File: config.mk
export PLATFORM = sky130hd
export DESIGN_NAME = alpha_beta_range_filter_unit
export DESIGN_NICKNAME = d
export VERILOG_FILES = /design/src/rtl/abrf_pkg.sv /design/src/rtl/abrf_muldiv.sv /design/src/rtl/abrf_core.sv /design/src/rtl/alpha_beta_range_filter_unit.sv
export VERILOG_INCLUDE_DIRS = /design/src /design/src/rtl
export SDC_FILE = /design/constraint.sdc
export NUM_CORES = 2
export LEC_CHECK = 0
export BUFFER_PORTS_ARGS = -buffer_cell sky130_fd_sc_hd__clkbuf_2
export CORE_ASPECT_RATIO = 1.5
export CORE_MARGIN = 4
export CORE_UTILIZATION = 56
export CTS_CLUSTER_SIZE = 14
export DETAILED_ROUTE_END_ITERATION = 6
export GPL_ROUTABILITY_DRIVEN = 0
export PLACE_DENSITY = 0.73
export SYNTH_ARGS = -nofsm -noshare
export SYNTH_HDL_FRONTEND = slang
export SYNTH_SLANG_ARGS = --single-unit
File: constraint.sdc
create_clock -name clk -period 9.8 [get_ports clk]
set_input_delay 0.98 -clock clk [delete_from_list [all_inputs] [get_ports clk]]
set_output_delay 0.98 -clock clk [all_outputs]
set_load 0.02 [all_outputs]
File: src/rtl/alpha_beta_range_filter_unit_defines.svh
`ifndef ALPHA_BETA_RANGE_FILTER_UNIT_DEFINES_SVH
`define ALPHA_BETA_RANGE_FILTER_UNIT_DEFINES_SVH

// same-cycle implication
`define ABRF_ASSERT_IMP(label, clk, rst, pre, post, msg) \
  label: assert property (@(posedge clk) disable iff (rst) (pre) |-> (post)) \
    else $error(msg);

// next-cycle implication
`define ABRF_ASSERT_NXT(label, clk, rst, pre, post, msg) \
  label: assert property (@(posedge clk) disable iff (rst) (pre) |=> (post)) \
    else $error(msg);

`endif

File: src/rtl/abrf_pkg.sv
package abrf_pkg;

  localparam int DATA_W    = 32;
  localparam int TIME_W    = 32;
  localparam int GAIN_W    = 17;
  localparam int FRAC_BITS = 16;
  localparam int TICKS_PER_SECOND = 1000000;

  localparam int OP_A_W = DATA_W + TIME_W;
  localparam int OP_B_W = DATA_W + TIME_W;
  localparam int PROD_W = OP_A_W + OP_B_W;
  localparam int SUM_W  = DATA_W + TIME_W;
  localparam int CNT_W  = $clog2(PROD_W);
  localparam int MUL_STEPS = OP_B_W;
  localparam int DIV_STEPS = PROD_W;

  // rate * dt / ticks as (rate * dt * RECIP) >> RECIP_SHIFT, exact over the full product range
  localparam int RECIP_SHIFT = DATA_W - 1 + TIME_W + $clog2(TICKS_PER_SECOND);
  localparam logic [PROD_W-1:0] RECIP_FULL =
    ((PROD_W'(1) << RECIP_SHIFT) + PROD_W'(TICKS_PER_SECOND - 1)) / PROD_W'(TICKS_PER_SECOND);
  localparam logic [OP_B_W-1:0] RECIP = RECIP_FULL[OP_B_W-1:0];

  localparam int CFG_IDX_W = 3;
  localparam logic [CFG_IDX_W-1:0] CFG_ALPHA = CFG_IDX_W'(0);
  localparam logic [CFG_IDX_W-1:0] CFG_BETA  = CFG_IDX_W'(1);
  localparam logic [CFG_IDX_W-1:0] CFG_LOWER = CFG_IDX_W'(2);
  localparam logic [CFG_IDX_W-1:0] CFG_UPPER = CFG_IDX_W'(3);
  localparam logic [CFG_IDX_W-1:0] CFG_GATE  = CFG_IDX_W'(4);

  localparam logic [GAIN_W-1:0] ALPHA_RESET = GAIN_W'(6554);
  localparam logic [GAIN_W-1:0] BETA_RESET  = GAIN_W'(655);
  localparam logic signed [DATA_W-1:0] DATA_MAX = {1'b0, {(DATA_W-1){1'b1}}};
  localparam logic signed [DATA_W-1:0] DATA_MIN = {1'b1, {(DATA_W-1){1'b0}}};

  localparam logic [OP_B_W-1:0] TICKS_B = OP_B_W'(TICKS_PER_SECOND);

  typedef struct packed {
    logic              start;
    logic              divide;
    logic [OP_A_W-1:0] a;
    logic [OP_B_W-1:0] b;
    logic [TIME_W-1:0] d;
  } md_req_t;

  typedef struct packed {
    logic              done;
    logic [PROD_W-1:0] result;
  } md_resp_t;

  typedef struct packed {
    logic                     valid;
    logic signed [DATA_W-1:0] filtered;
    logic signed [DATA_W-1:0] rate;
    logic                     first;
  } abrf_result_t;

  typedef enum logic [1:0] {
    MD_IDLE,
    MD_MUL,
    MD_DIV
  } md_state_t;

  typedef enum logic [2:0] {
    CS_IDLE,
    CS_PRED,
    CS_SCALE,
    CS_RES,
    CS_ALPHA,
    CS_BETA,
    CS_RATE,
    CS_FINISH
  } core_state_t;

  function automatic logic signed [DATA_W-1:0] sat_data(input logic signed [SUM_W-1:0] x);
    logic signed [SUM_W-1:0] hi;
    logic signed [SUM_W-1:0] lo;
    hi = {{(SUM_W-DATA_W){1'b0}}, DATA_MAX};
    lo = {{(SUM_W-DATA_W){1'b1}}, DATA_MIN};
    if (x > hi) begin
      return DATA_MAX;
    end else if (x < lo) begin
      return DATA_MIN;
    end
    return x[DATA_W-1:0];
  endfunction

endpackage

File: src/rtl/abrf_muldiv.sv
module abrf_muldiv
  import abrf_pkg::*;
(
  input  logic     clk,
  input  logic     rst,
  input  md_req_t  req,
  output md_resp_t resp
);

  md_state_t         state;
  md_state_t         state_next;
  logic [CNT_W-1:0]  cnt;
  logic [CNT_W-1:0]  cnt_next;
  logic [PROD_W-1:0] acc;
  logic [PROD_W-1:0] acc_next;
  logic [TIME_W-1:0] rem;
  logic [TIME_W-1:0] rem_next;
  logic [OP_A_W-1:0] a_r;
  logic [TIME_W-1:0] d_r;
  logic              div_r;
  logic              done;
  logic              done_next;

  logic [OP_A_W:0]   mul_sum;
  logic [TIME_W:0]   rem_sh;
  logic              ge;

  assign mul_sum = {1'b0, acc[PROD_W-1:OP_B_W]} + {1'b0, (acc[0] ? a_r : '0)};
  assign rem_sh  = {rem, acc[PROD_W-1]};
  assign ge      = rem_sh >= {1'b0, d_r};

  always_comb begin
    state_next = state;
    cnt_next   = cnt;
    acc_next   = acc;
    rem_next   = rem;
    done_next  = 1'b0;
    unique case (state)
      MD_IDLE: begin
        if (req.start) begin
          acc_next   = {{OP_A_W{1'b0}}, req.b};
          rem_next   = '0;
          cnt_next   = '0;
          state_next = MD_MUL;
        end
      end
      MD_MUL: begin
        acc_next = {mul_sum, acc[OP_B_W-1:1]};
        cnt_next = cnt + CNT_W'(1);
        if (cnt == CNT_W'(MUL_STEPS - 1)) begin
          cnt_next = '0;
          if (div_r) begin
            state_next = MD_DIV;
          end else begin
            state_next = MD_IDLE;
            done_next  = 1'b1;
          end
        end
      end
      MD_DIV: begin
        acc_next = {acc[PROD_W-2:0], ge};
        rem_next = ge ? TIME_W'(rem_sh - {1'b0, d_r}) : rem_sh[TIME_W-1:0];
        cnt_next = cnt + CNT_W'(1);
        if (cnt == CNT_W'(DIV_STEPS - 1)) begin
          cnt_next   = '0;
          state_next = MD_IDLE;
          done_next  = 1'b1;
        end
      end
      default: begin
        state_next = MD_IDLE;
      end
    endcase
  end

  always_ff @(posedge clk) begin
    if (rst) begin
      state <= MD_IDLE;
      cnt   <= '0;
      done  <= 1'b0;
    end else begin
      state <= state_next;
      cnt   <= cnt_next;
      done  <= done_next;
    end
  end

  always_ff @(posedge clk) begin
    acc <= acc_next;
    rem <= rem_next;
    if (state == MD_IDLE && req.start) begin
      a_r   <= req.a;
      d_r   <= req.d;
      div_r <= req.divide;
    end
  end

  assign resp.done   = done;
  assign resp.result = acc;

endmodule

File: src/rtl/abrf_core.sv
module abrf_core
  import abrf_pkg::*;
(
  input  logic                     clk,
  input  logic                     rst,
  input  logic                     in_valid,
  output logic                     in_ready,
  input  logic signed [DATA_W-1:0] sample_value,
  input  logic [TIME_W-1:0]        sample_time,
  input  logic [GAIN_W-1:0]        alpha_gain,
  input  logic [GAIN_W-1:0]        beta_gain,
  input  logic                     take,
  output abrf_result_t             result
);

  core_state_t state;
  core_state_t state_next;

  logic signed [DATA_W-1:0] estimate;
  logic signed [DATA_W-1:0] rate;
  logic [TIME_W-1:0]        last_time;
  logic signed [DATA_W-1:0] z_r;
  logic [TIME_W-1:0]        dt_r;
  logic signed [DATA_W-1:0] pred_r;
  logic [DATA_W:0]          res_mag_r;
  logic                     res_neg_r;
  logic                     first_r;

  md_req_t  md_req;
  md_resp_t md_resp;

  logic                     accept;
  logic                     zero_state;
  logic [TIME_W-1:0]        dt_raw;
  logic [TIME_W-1:0]        dt_sel;
  logic [DATA_W-1:0]        rate_mag;
  logic signed [DATA_W:0]   res_new;
  logic [DATA_W:0]          res_mag;
  logic signed [SUM_W-1:0]  est_ext;
  logic signed [SUM_W-1:0]  rate_ext;
  logic signed [SUM_W-1:0]  pred_ext;
  logic signed [SUM_W-1:0]  pred_q_ext;
  logic signed [SUM_W-1:0]  q_ext;
  logic signed [SUM_W-1:0]  scaled_ext;
  logic signed [SUM_W-1:0]  pred_sum;
  logic signed [SUM_W-1:0]  est_sum;
  logic signed [SUM_W-1:0]  rate_sum;

  abrf_muldiv u_muldiv (
    .clk  (clk),
    .rst  (rst),
    .req  (md_req),
    .resp (md_resp)
  );

  assign accept     = in_valid && in_ready;
  assign zero_state = (estimate == '0) && (rate == '0);
  assign dt_raw     = sample_time - last_time;
  assign dt_sel     = (dt_raw == '0) ? TIME_W'(1) : dt_raw;
  assign rate_mag   = rate[DATA_W-1] ? (~rate + DATA_W'(1)) : rate;
  assign res_new    = {z_r[DATA_W-1], z_r} - {pred_r[DATA_W-1], pred_r};
  assign res_mag    = res_new[DATA_W] ? (~res_new + (DATA_W+1)'(1)) : res_new;

  assign est_ext    = {{(SUM_W-DATA_W){estimate[DATA_W-1]}}, estimate};
  assign rate_ext   = {{(SUM_W-DATA_W){rate[DATA_W-1]}}, rate};
  assign pred_ext   = {{(SUM_W-DATA_W){pred_r[DATA_W-1]}}, pred_r};
  assign pred_q_ext = {{(SUM_W-PROD_W+RECIP_SHIFT){1'b0}},
                       md_resp.result[PROD_W-1:RECIP_SHIFT]};
  assign q_ext      = {1'b0, md_resp.result[SUM_W-2:0]};
  assign scaled_ext = {{(FRAC_BITS+1){1'b0}}, md_resp.result[SUM_W-2:FRAC_BITS]};
  assign pred_sum   = est_ext + (rate[DATA_W-1] ? -pred_q_ext : pred_q_ext);
  assign est_sum    = pred_ext + (res_neg_r ? -scaled_ext : scaled_ext);
  assign rate_sum   = rate_ext + (res_neg_r ? -q_ext : q_ext);

  always_comb begin
    state_next      = state;
    in_ready        = 1'b0;
    result.valid    = 1'b0;
    result.filtered = estimate;
    result.rate     = rate;
    result.first    = first_r;
    md_req.start    = 1'b0;
    md_req.divide   = 1'b0;
    md_req.a        = '0;
    md_req.b        = '0;
    md_req.d        = '0;
    unique case (state)
      CS_IDLE: begin
        in_ready = 1'b1;
        if (in_valid) begin
          if (zero_state) begin
            state_next = CS_FINISH;
          end else begin
            md_req.start = 1'b1;
            md_req.a     = {{(OP_A_W-DATA_W){1'b0}}, rate_mag};
            md_req.b     = {{(OP_B_W-TIME_W){1'b0}}, dt_sel};
            state_next   = CS_PRED;
          end
        end
      end
      CS_PRED: begin
        if (md_resp.done) begin
          md_req.start = 1'b1;
          md_req.a     = md_resp.result[OP_A_W-1:0];
          md_req.b     = RECIP;
          state_next   = CS_SCALE;
        end
      end
      CS_SCALE: begin
        if (md_resp.done) begin
          state_next = CS_RES;
        end
      end
      CS_RES: begin
        md_req.start = 1'b1;
        md_req.a     = {{(OP_A_W-DATA_W-1){1'b0}}, res_mag};
        md_req.b     = {{(OP_B_W-GAIN_W){1'b0}}, alpha_gain};
        state_next   = CS_ALPHA;
      end
      CS_ALPHA: begin
        if (md_resp.done) begin
          md_req.start = 1'b1;
          md_req.a     = {{(OP_A_W-DATA_W-1){1'b0}}, res_mag_r};
          md_req.b     = {{(OP_B_W-GAIN_W){1'b0}}, beta_gain};
          state_next   = CS_BETA;
        end
      end
      CS_BETA: begin
        if (md_resp.done) begin
          md_req.start  = 1'b1;
          md_req.divide = 1'b1;
          md_req.a      = md_resp.result[OP_A_W+FRAC_BITS-1:FRAC_BITS];
          md_req.b      = TICKS_B;
          md_req.d      = dt_r;
          state_next    = CS_RATE;
        end
      end
      CS_RATE: begin
        if (md_resp.done) begin
          state_next = CS_FINISH;
        end
      end
      CS_FINISH: begin
        result.valid = 1'b1;
        if (take) begin
          state_next = CS_IDLE;
        end
      end
      default: begin
        state_next = CS_IDLE;
      end
    endcase
  end

  always_ff @(posedge clk) begin
    if (rst) begin
      state <= CS_IDLE;
    end else begin
      state <= state_next;
    end
  end

  always_ff @(posedge clk) begin
    if (rst) begin
      estimate  <= '0;
      rate      <= '0;
      last_time <= '0;
      first_r   <= 1'b0;
    end else begin
      case (state)
        CS_IDLE: begin
          if (accept) begin
            last_time <= sample_time;
            z_r       <= sample_value;
            dt_r      <= dt_sel;
            first_r   <= zero_state;
            if (zero_state) begin
              estimate <= sample_value;
            end
          end
        end
        CS_SCALE: begin
          if (md_resp.done) begin
            pred_r <= sat_data(pred_sum);
          end
        end
        CS_RES: begin
          res_mag_r <= res_mag;
          res_neg_r <= res_new[DATA_W];
        end
        CS_ALPHA: begin
          if (md_resp.done) begin
            estimate <= sat_data(est_sum);
          end
        end
        CS_RATE: begin
          if (md_resp.done) begin
            rate <= sat_data(rate_sum);
          end
        end
        default: begin
        end
      endcase
    end
  end

endmodule

File: src/rtl/alpha_beta_range_filter_unit.sv
// Alpha-beta tracker for one timestamped sensor value (Q15.16, gains Q1.16).
// Input channel: in_valid/in_ready carries sample_value and sample_time.
// Output channel: out_valid/out_ready carries filtered_value, rate_value,
// in_range and first_sample; exactly one result transaction per input.
// Configuration: cfg_write with cfg_index and cfg_data writes one register
// in the same cycle (0 alpha, 1 beta, 2 lower, 3 upper, 4 gate); other
// indexes are ignored. Write only while the block is idle.
// An initializing sample (estimate and rate both zero) skips the multiply/divide
// unit and goes straight to the finishing state. For a tracking sample,
// the shared bit-serial multiply/divide unit runs five jobs in turn, each
// 64 multiply steps, the last followed by 128 divide steps. One sample is in
// work at a time; in_ready is high only between samples, so a new sample
// waits until the previous one is done.
// The result sits in an output register, so the next sample is accepted
// while it waits; if the receiver still stalls when that sample finishes,
// the block holds it and stays not ready until the register frees.
// Reset loads the default gains and limits and clears estimate, rate and
// last time stamp, so the first sample after reset initializes.
`include "alpha_beta_range_filter_unit_defines.svh"

module alpha_beta_range_filter_unit
  import abrf_pkg::*;
(
  input  logic                     clk,
  input  logic                     rst,
  input  logic                     cfg_write,
  input  logic [CFG_IDX_W-1:0]     cfg_index,
  input  logic [DATA_W-1:0]        cfg_data,
  input  logic                     in_valid,
  output logic                     in_ready,
  input  logic signed [DATA_W-1:0] sample_value,
  input  logic [TIME_W-1:0]        sample_time,
  output logic                     out_valid,
  input  logic                     out_ready,
  output logic signed [DATA_W-1:0] filtered_value,
  output logic signed [DATA_W-1:0] rate_value,
  output logic                     in_range,
  output logic                     first_sample
);

  logic [GAIN_W-1:0]        alpha_gain;
  logic [GAIN_W-1:0]        beta_gain;
  logic signed [DATA_W-1:0] lower_limit;
  logic signed [DATA_W-1:0] upper_limit;
  logic                     gate_enable;

  abrf_result_t result;
  logic         take;
  logic         load;
  logic         range_ok;

  abrf_core u_core (
    .clk          (clk),
    .rst          (rst),
    .in_valid     (in_valid),
    .in_ready     (in_ready),
    .sample_value (sample_value),
    .sample_time  (sample_time),
    .alpha_gain   (alpha_gain),
    .beta_gain    (beta_gain),
    .take         (take),
    .result       (result)
  );

  always_ff @(posedge clk) begin
    if (rst) begin
      alpha_gain  <= ALPHA_RESET;
      beta_gain   <= BETA_RESET;
      lower_limit <= '0;
      upper_limit <= DATA_MAX;
      gate_enable <= 1'b1;
    end else if (cfg_write) begin
      unique case (cfg_index)
        CFG_ALPHA: alpha_gain  <= cfg_data[GAIN_W-1:0];
        CFG_BETA:  beta_gain   <= cfg_data[GAIN_W-1:0];
        CFG_LOWER: lower_limit <= cfg_data;
        CFG_UPPER: upper_limit <= cfg_data;
        CFG_GATE:  gate_enable <= cfg_data[0];
        default: begin
        end
      endcase
    end
  end

  assign take     = !out_valid || out_ready;
  assign load     = result.valid && take;
  assign range_ok = !gate_enable ||
                    ((result.filtered >= lower_limit) && (result.filtered <= upper_limit));

  always_ff @(posedge clk) begin
    if (rst) begin
      out_valid <= 1'b0;
    end else if (load) begin
      out_valid <= 1'b1;
    end else if (out_ready) begin
      out_valid <= 1'b0;
    end
  end

  always_ff @(posedge clk) begin
    if (load) begin
      filtered_value <= result.filtered;
      rate_value     <= result.rate;
      in_range       <= range_ok;
      first_sample   <= result.first;
    end
  end

  `ABRF_ASSERT_IMP(a_ready_no_pending, clk, rst, in_ready, !result.valid, "ready with result")
  `ABRF_ASSERT_NXT(a_busy_after_accept, clk, rst, in_valid && in_ready, !in_ready, "ready after accept")
  `ABRF_ASSERT_NXT(a_load_shows, clk, rst, load, out_valid, "loaded result not shown")
  `ABRF_ASSERT_NXT(a_result_held, clk, rst, result.valid && !take, result.valid, "result dropped")

endmodule
==> metrics.txt <==
status=finished with violations; failing checks=design-rule violations; top_reg_cell synth=edfxtp_1; most common cell after layout, fill and taps aside=nand2_1; core area=0.09583 mm^2; Starting Density=a little under three fifths; CP max stage delay=650 ps; DPL Wire Length=137000 um; CP Capture Type=flip-flop; final hold violations=0; port buffer count=about 170; largest net degree at the start of global routing=90; r2r worst-path depth=23; Largest Register=u_core.u_muldiv.acc; highest routed layer=met5; CTS resizes=0; share of post-route cells with drive strength above 1=6.864%; ys async rst share=0%; synth warn=0; Avg Cell Area, Syn=8.459 um^2; Startpoint Class=flip-flop; most used cell, CP=or3_1; DR vias=between 50000 and 60000; CP Max Fanout=31; Clock Sink Count=663; GRT overflow=0; Post-synth EDFFs=453; class of the worst hold path=reg2reg; initial antenna violation count=6; post-route cell area=0.05818 mm^2; PD cells=322.7 mW/mm^2; max-slew violation count=0; vias per cell=roughly 6.6; FP Rows=139; RSZ-0062 raised after global routing=false; Residual DRC=15; CTS max path bufs=3; Min-Delay Endpoint=first_sample; slowest cell on the critical path=or4b_2; minimum clock period=8752 ps; H-Tree Depth=3; Final #Nets=6857; Die X=261.7 um; P_leak=0.02311 uW; Final Cycle Share=89.31%; largest registers=u_core.u_muldiv.acc: 128 flops, u_core.u_muldiv.a_r: 64 flops, u_core.res_mag_r: 33 flops; VDD IR max=roughly 0.37 mV; critical path depth in cells=23; worst hold path stage count=0; Met1 Wirelength=66130 um; reg2reg end=u_core.pred_r[26]; Syn Inst Count=6394; count of unique library cells instantiated by Yosys=93; CP top delay family=simple AND/OR/NAND/NOR gates; total negative slack=0 ps; IO Pins=172; Worst Tran Pin Value=1211 ps; CP Class=reg2reg; CP arrival=9130 ps; fillers=8426; TritonCTS buffer count=72; crit path launch=u_core.u_muldiv.acc[86]; Global Route Usage Sum=34.55%; Max Fclk=between 0.1 and 0.15 GHz; drt total wl=between 150000 and 200000 um; Pre-Repair DR Iteration Count=7; max-cap violations=0; die footprint=0.1017 mm^2; worst path buffer plus inverter count=1; global-route wire length before repair=276000 um; area grow syn2layout=7.579%; Hold Startpoint=u_core.first_r; routed wl met2=between 80000 and 90000 um; vias in the first global route=just under 50000; Max-Slew Margin vs Limit=18.94%; register area share after synthesis=between 30% and 40%; Mapped Area=0.05409 mm^2; root buffer selected by CTS=clkbuf_16; #FFs+latches synth=roughly 660; endpoints failing setup=0; Antenna Violating Nets Remaining=0; postcts setup bufs=0; Syn Nets=6929; dpl cell area=0.05569 mm^2; Final Skew=37.87 ps; CTS tree=done; met3 wire length=14390 um; RR Startpoint=u_core.u_muldiv.acc[86]; post-route setup slack=around 1000 ps; CTS clock-pin slew for the worst setup and hold paths=60 ps; max reg flops=about 130; DIE HEIGHT=388.6 um; worst path required time=10180 ps; Post-Place Worst Slack=1200 ps; hold buffers post-CTS=0; WL/cell=23.80 um; most frequent cells in the layout=nand2_1 (763), a21oi_1 (541), edfxtp_1 (453), ha_1 (421), o21ai_0 (395); Worst-Skew Late Latency=690 ps; crit-path cells=or3_4 > or3b_1 > or2_2 > or3_1 > or4_1 > or2_2 > or3_1 > or3_1 > nand2b_1 > or3_1 > nor2_2 > nor2_1 > ha_1 > nand2_1 > or4_1 > o31ai_1 > a211oi_1 > o41ai_1 > xor2_1 > or4b_2 > o21ai_1 > buf_4 > o21ai_0; DR iter-0 viols=5977; worst reg-to-reg setup slack=1050 ps
cells in the mapped netlist (all sizes together), types with 12 or more instances:
cell type    n  area share, %
o211ai      77            1.1
nand4       94            1.1
a22o        64            1.0
inv        289            2.0
dfxtp      210            7.8
o31ai       66           0.92
ha         424            9.8
a211oi      48           0.67
nor2b      130            1.5
nand2      763            5.3
a31oi       42           0.49
nand2b      74           0.87
o21a       105            1.5
o41ai       28           0.47
or2         35           0.41
a21boi      18           0.25
clkbuf     338            2.3
xnor2      313            5.1
o21ai      402            3.7
a22oi       81            1.1
a2111oi     14           0.23
nor4        56           0.65
and3        47           0.54
o32ai       33           0.53
o21bai      57           0.79
edfxtp     453             25
xor2       193            3.1
a222oi      35           0.65
or3         82           0.97
a41oi       18           0.31
a221o       13           0.24
nand3b      65           0.90
o41a        12           0.27
buf         37           0.32
nand3      133            1.2
mux2i       31           0.57
a21o       211            2.9
or4         34           0.48
nor2       328            2.3
a21oi      541            5.0
and2       128            1.5
a221oi      18           0.29
nor3        91           0.84
layout make-up:
cell class | instances | area [um^2] | share of cell area (%)
well taps | 1269 | 1588 | 2.729
diodes | 1 | 2.502 | 0.004301
repair buffers | 229 | 1310 | 2.251
clock inverters | 40 | 500.5 | 0.8602
multi-input cells | 5067 | 33890 | 58.25
clock buffers | 93 | 1994 | 3.428
inverters | 289 | 1087 | 1.869
flip-flops and latches | 663 | 17810 | 30.61
logic make-up (layout without fill, tap and decap cells):
kind of cell	count (synthesis)	after routing	synth area share [%]
AOI/OAI and AO/OA	1985	1985	24.11
xor gates and xnor gates	506	506	8.208
adders and majority gates	431	431	10.07
buffers and inverters	664	651	4.673
DFF	663	663	32.92
muxes	35	35	0.6570
other	0	1	0
and+or+nand+nor	2110	2110	19.37
power breakdown:
part | internal [uW] | switching, uW | leakage [uW]
Combinational | 3690 | 6790 | 0.0159
Clock | 1650 | 1280 | 0.00121
Sequential | 4220 | 1150 | 0.00601
per-stage QoR:
stage          total power (uW)  util (%)  hold slack (ps)  cells
6_report                  18780     60.72            445.9   7651
2_1_floorplan             12420         -            408.6   6394
3_5_place_dp              15530     58.11            421.7   7517
3_3_place_gp              15360     58.11            419.8   7517
5_1_grt                   19780     60.71            457.7   7650
4_1_cts                   18500     60.71            441.5   7650
how the worst max path moves through the flow:
stage          slack [ps]                end
2_1_floorplan        2190  u_core.pred_r[12]
3_3_place_gp         1370   u_core.pred_r[5]
3_5_place_dp         1200   u_core.pred_r[5]
4_1_cts              1140  u_core.pred_r[26]
5_1_grt               530  u_core.pred_r[16]
6_report             1050  u_core.pred_r[26]
routing by layer:
metal	up-vias	GRT usage, %
met3	759	5.702
met4	4	25.79
met2	2534	56.82
met1	23890	40.22
met5	-	0
li1	23370	-
Power figures use the tool's default switching activity.
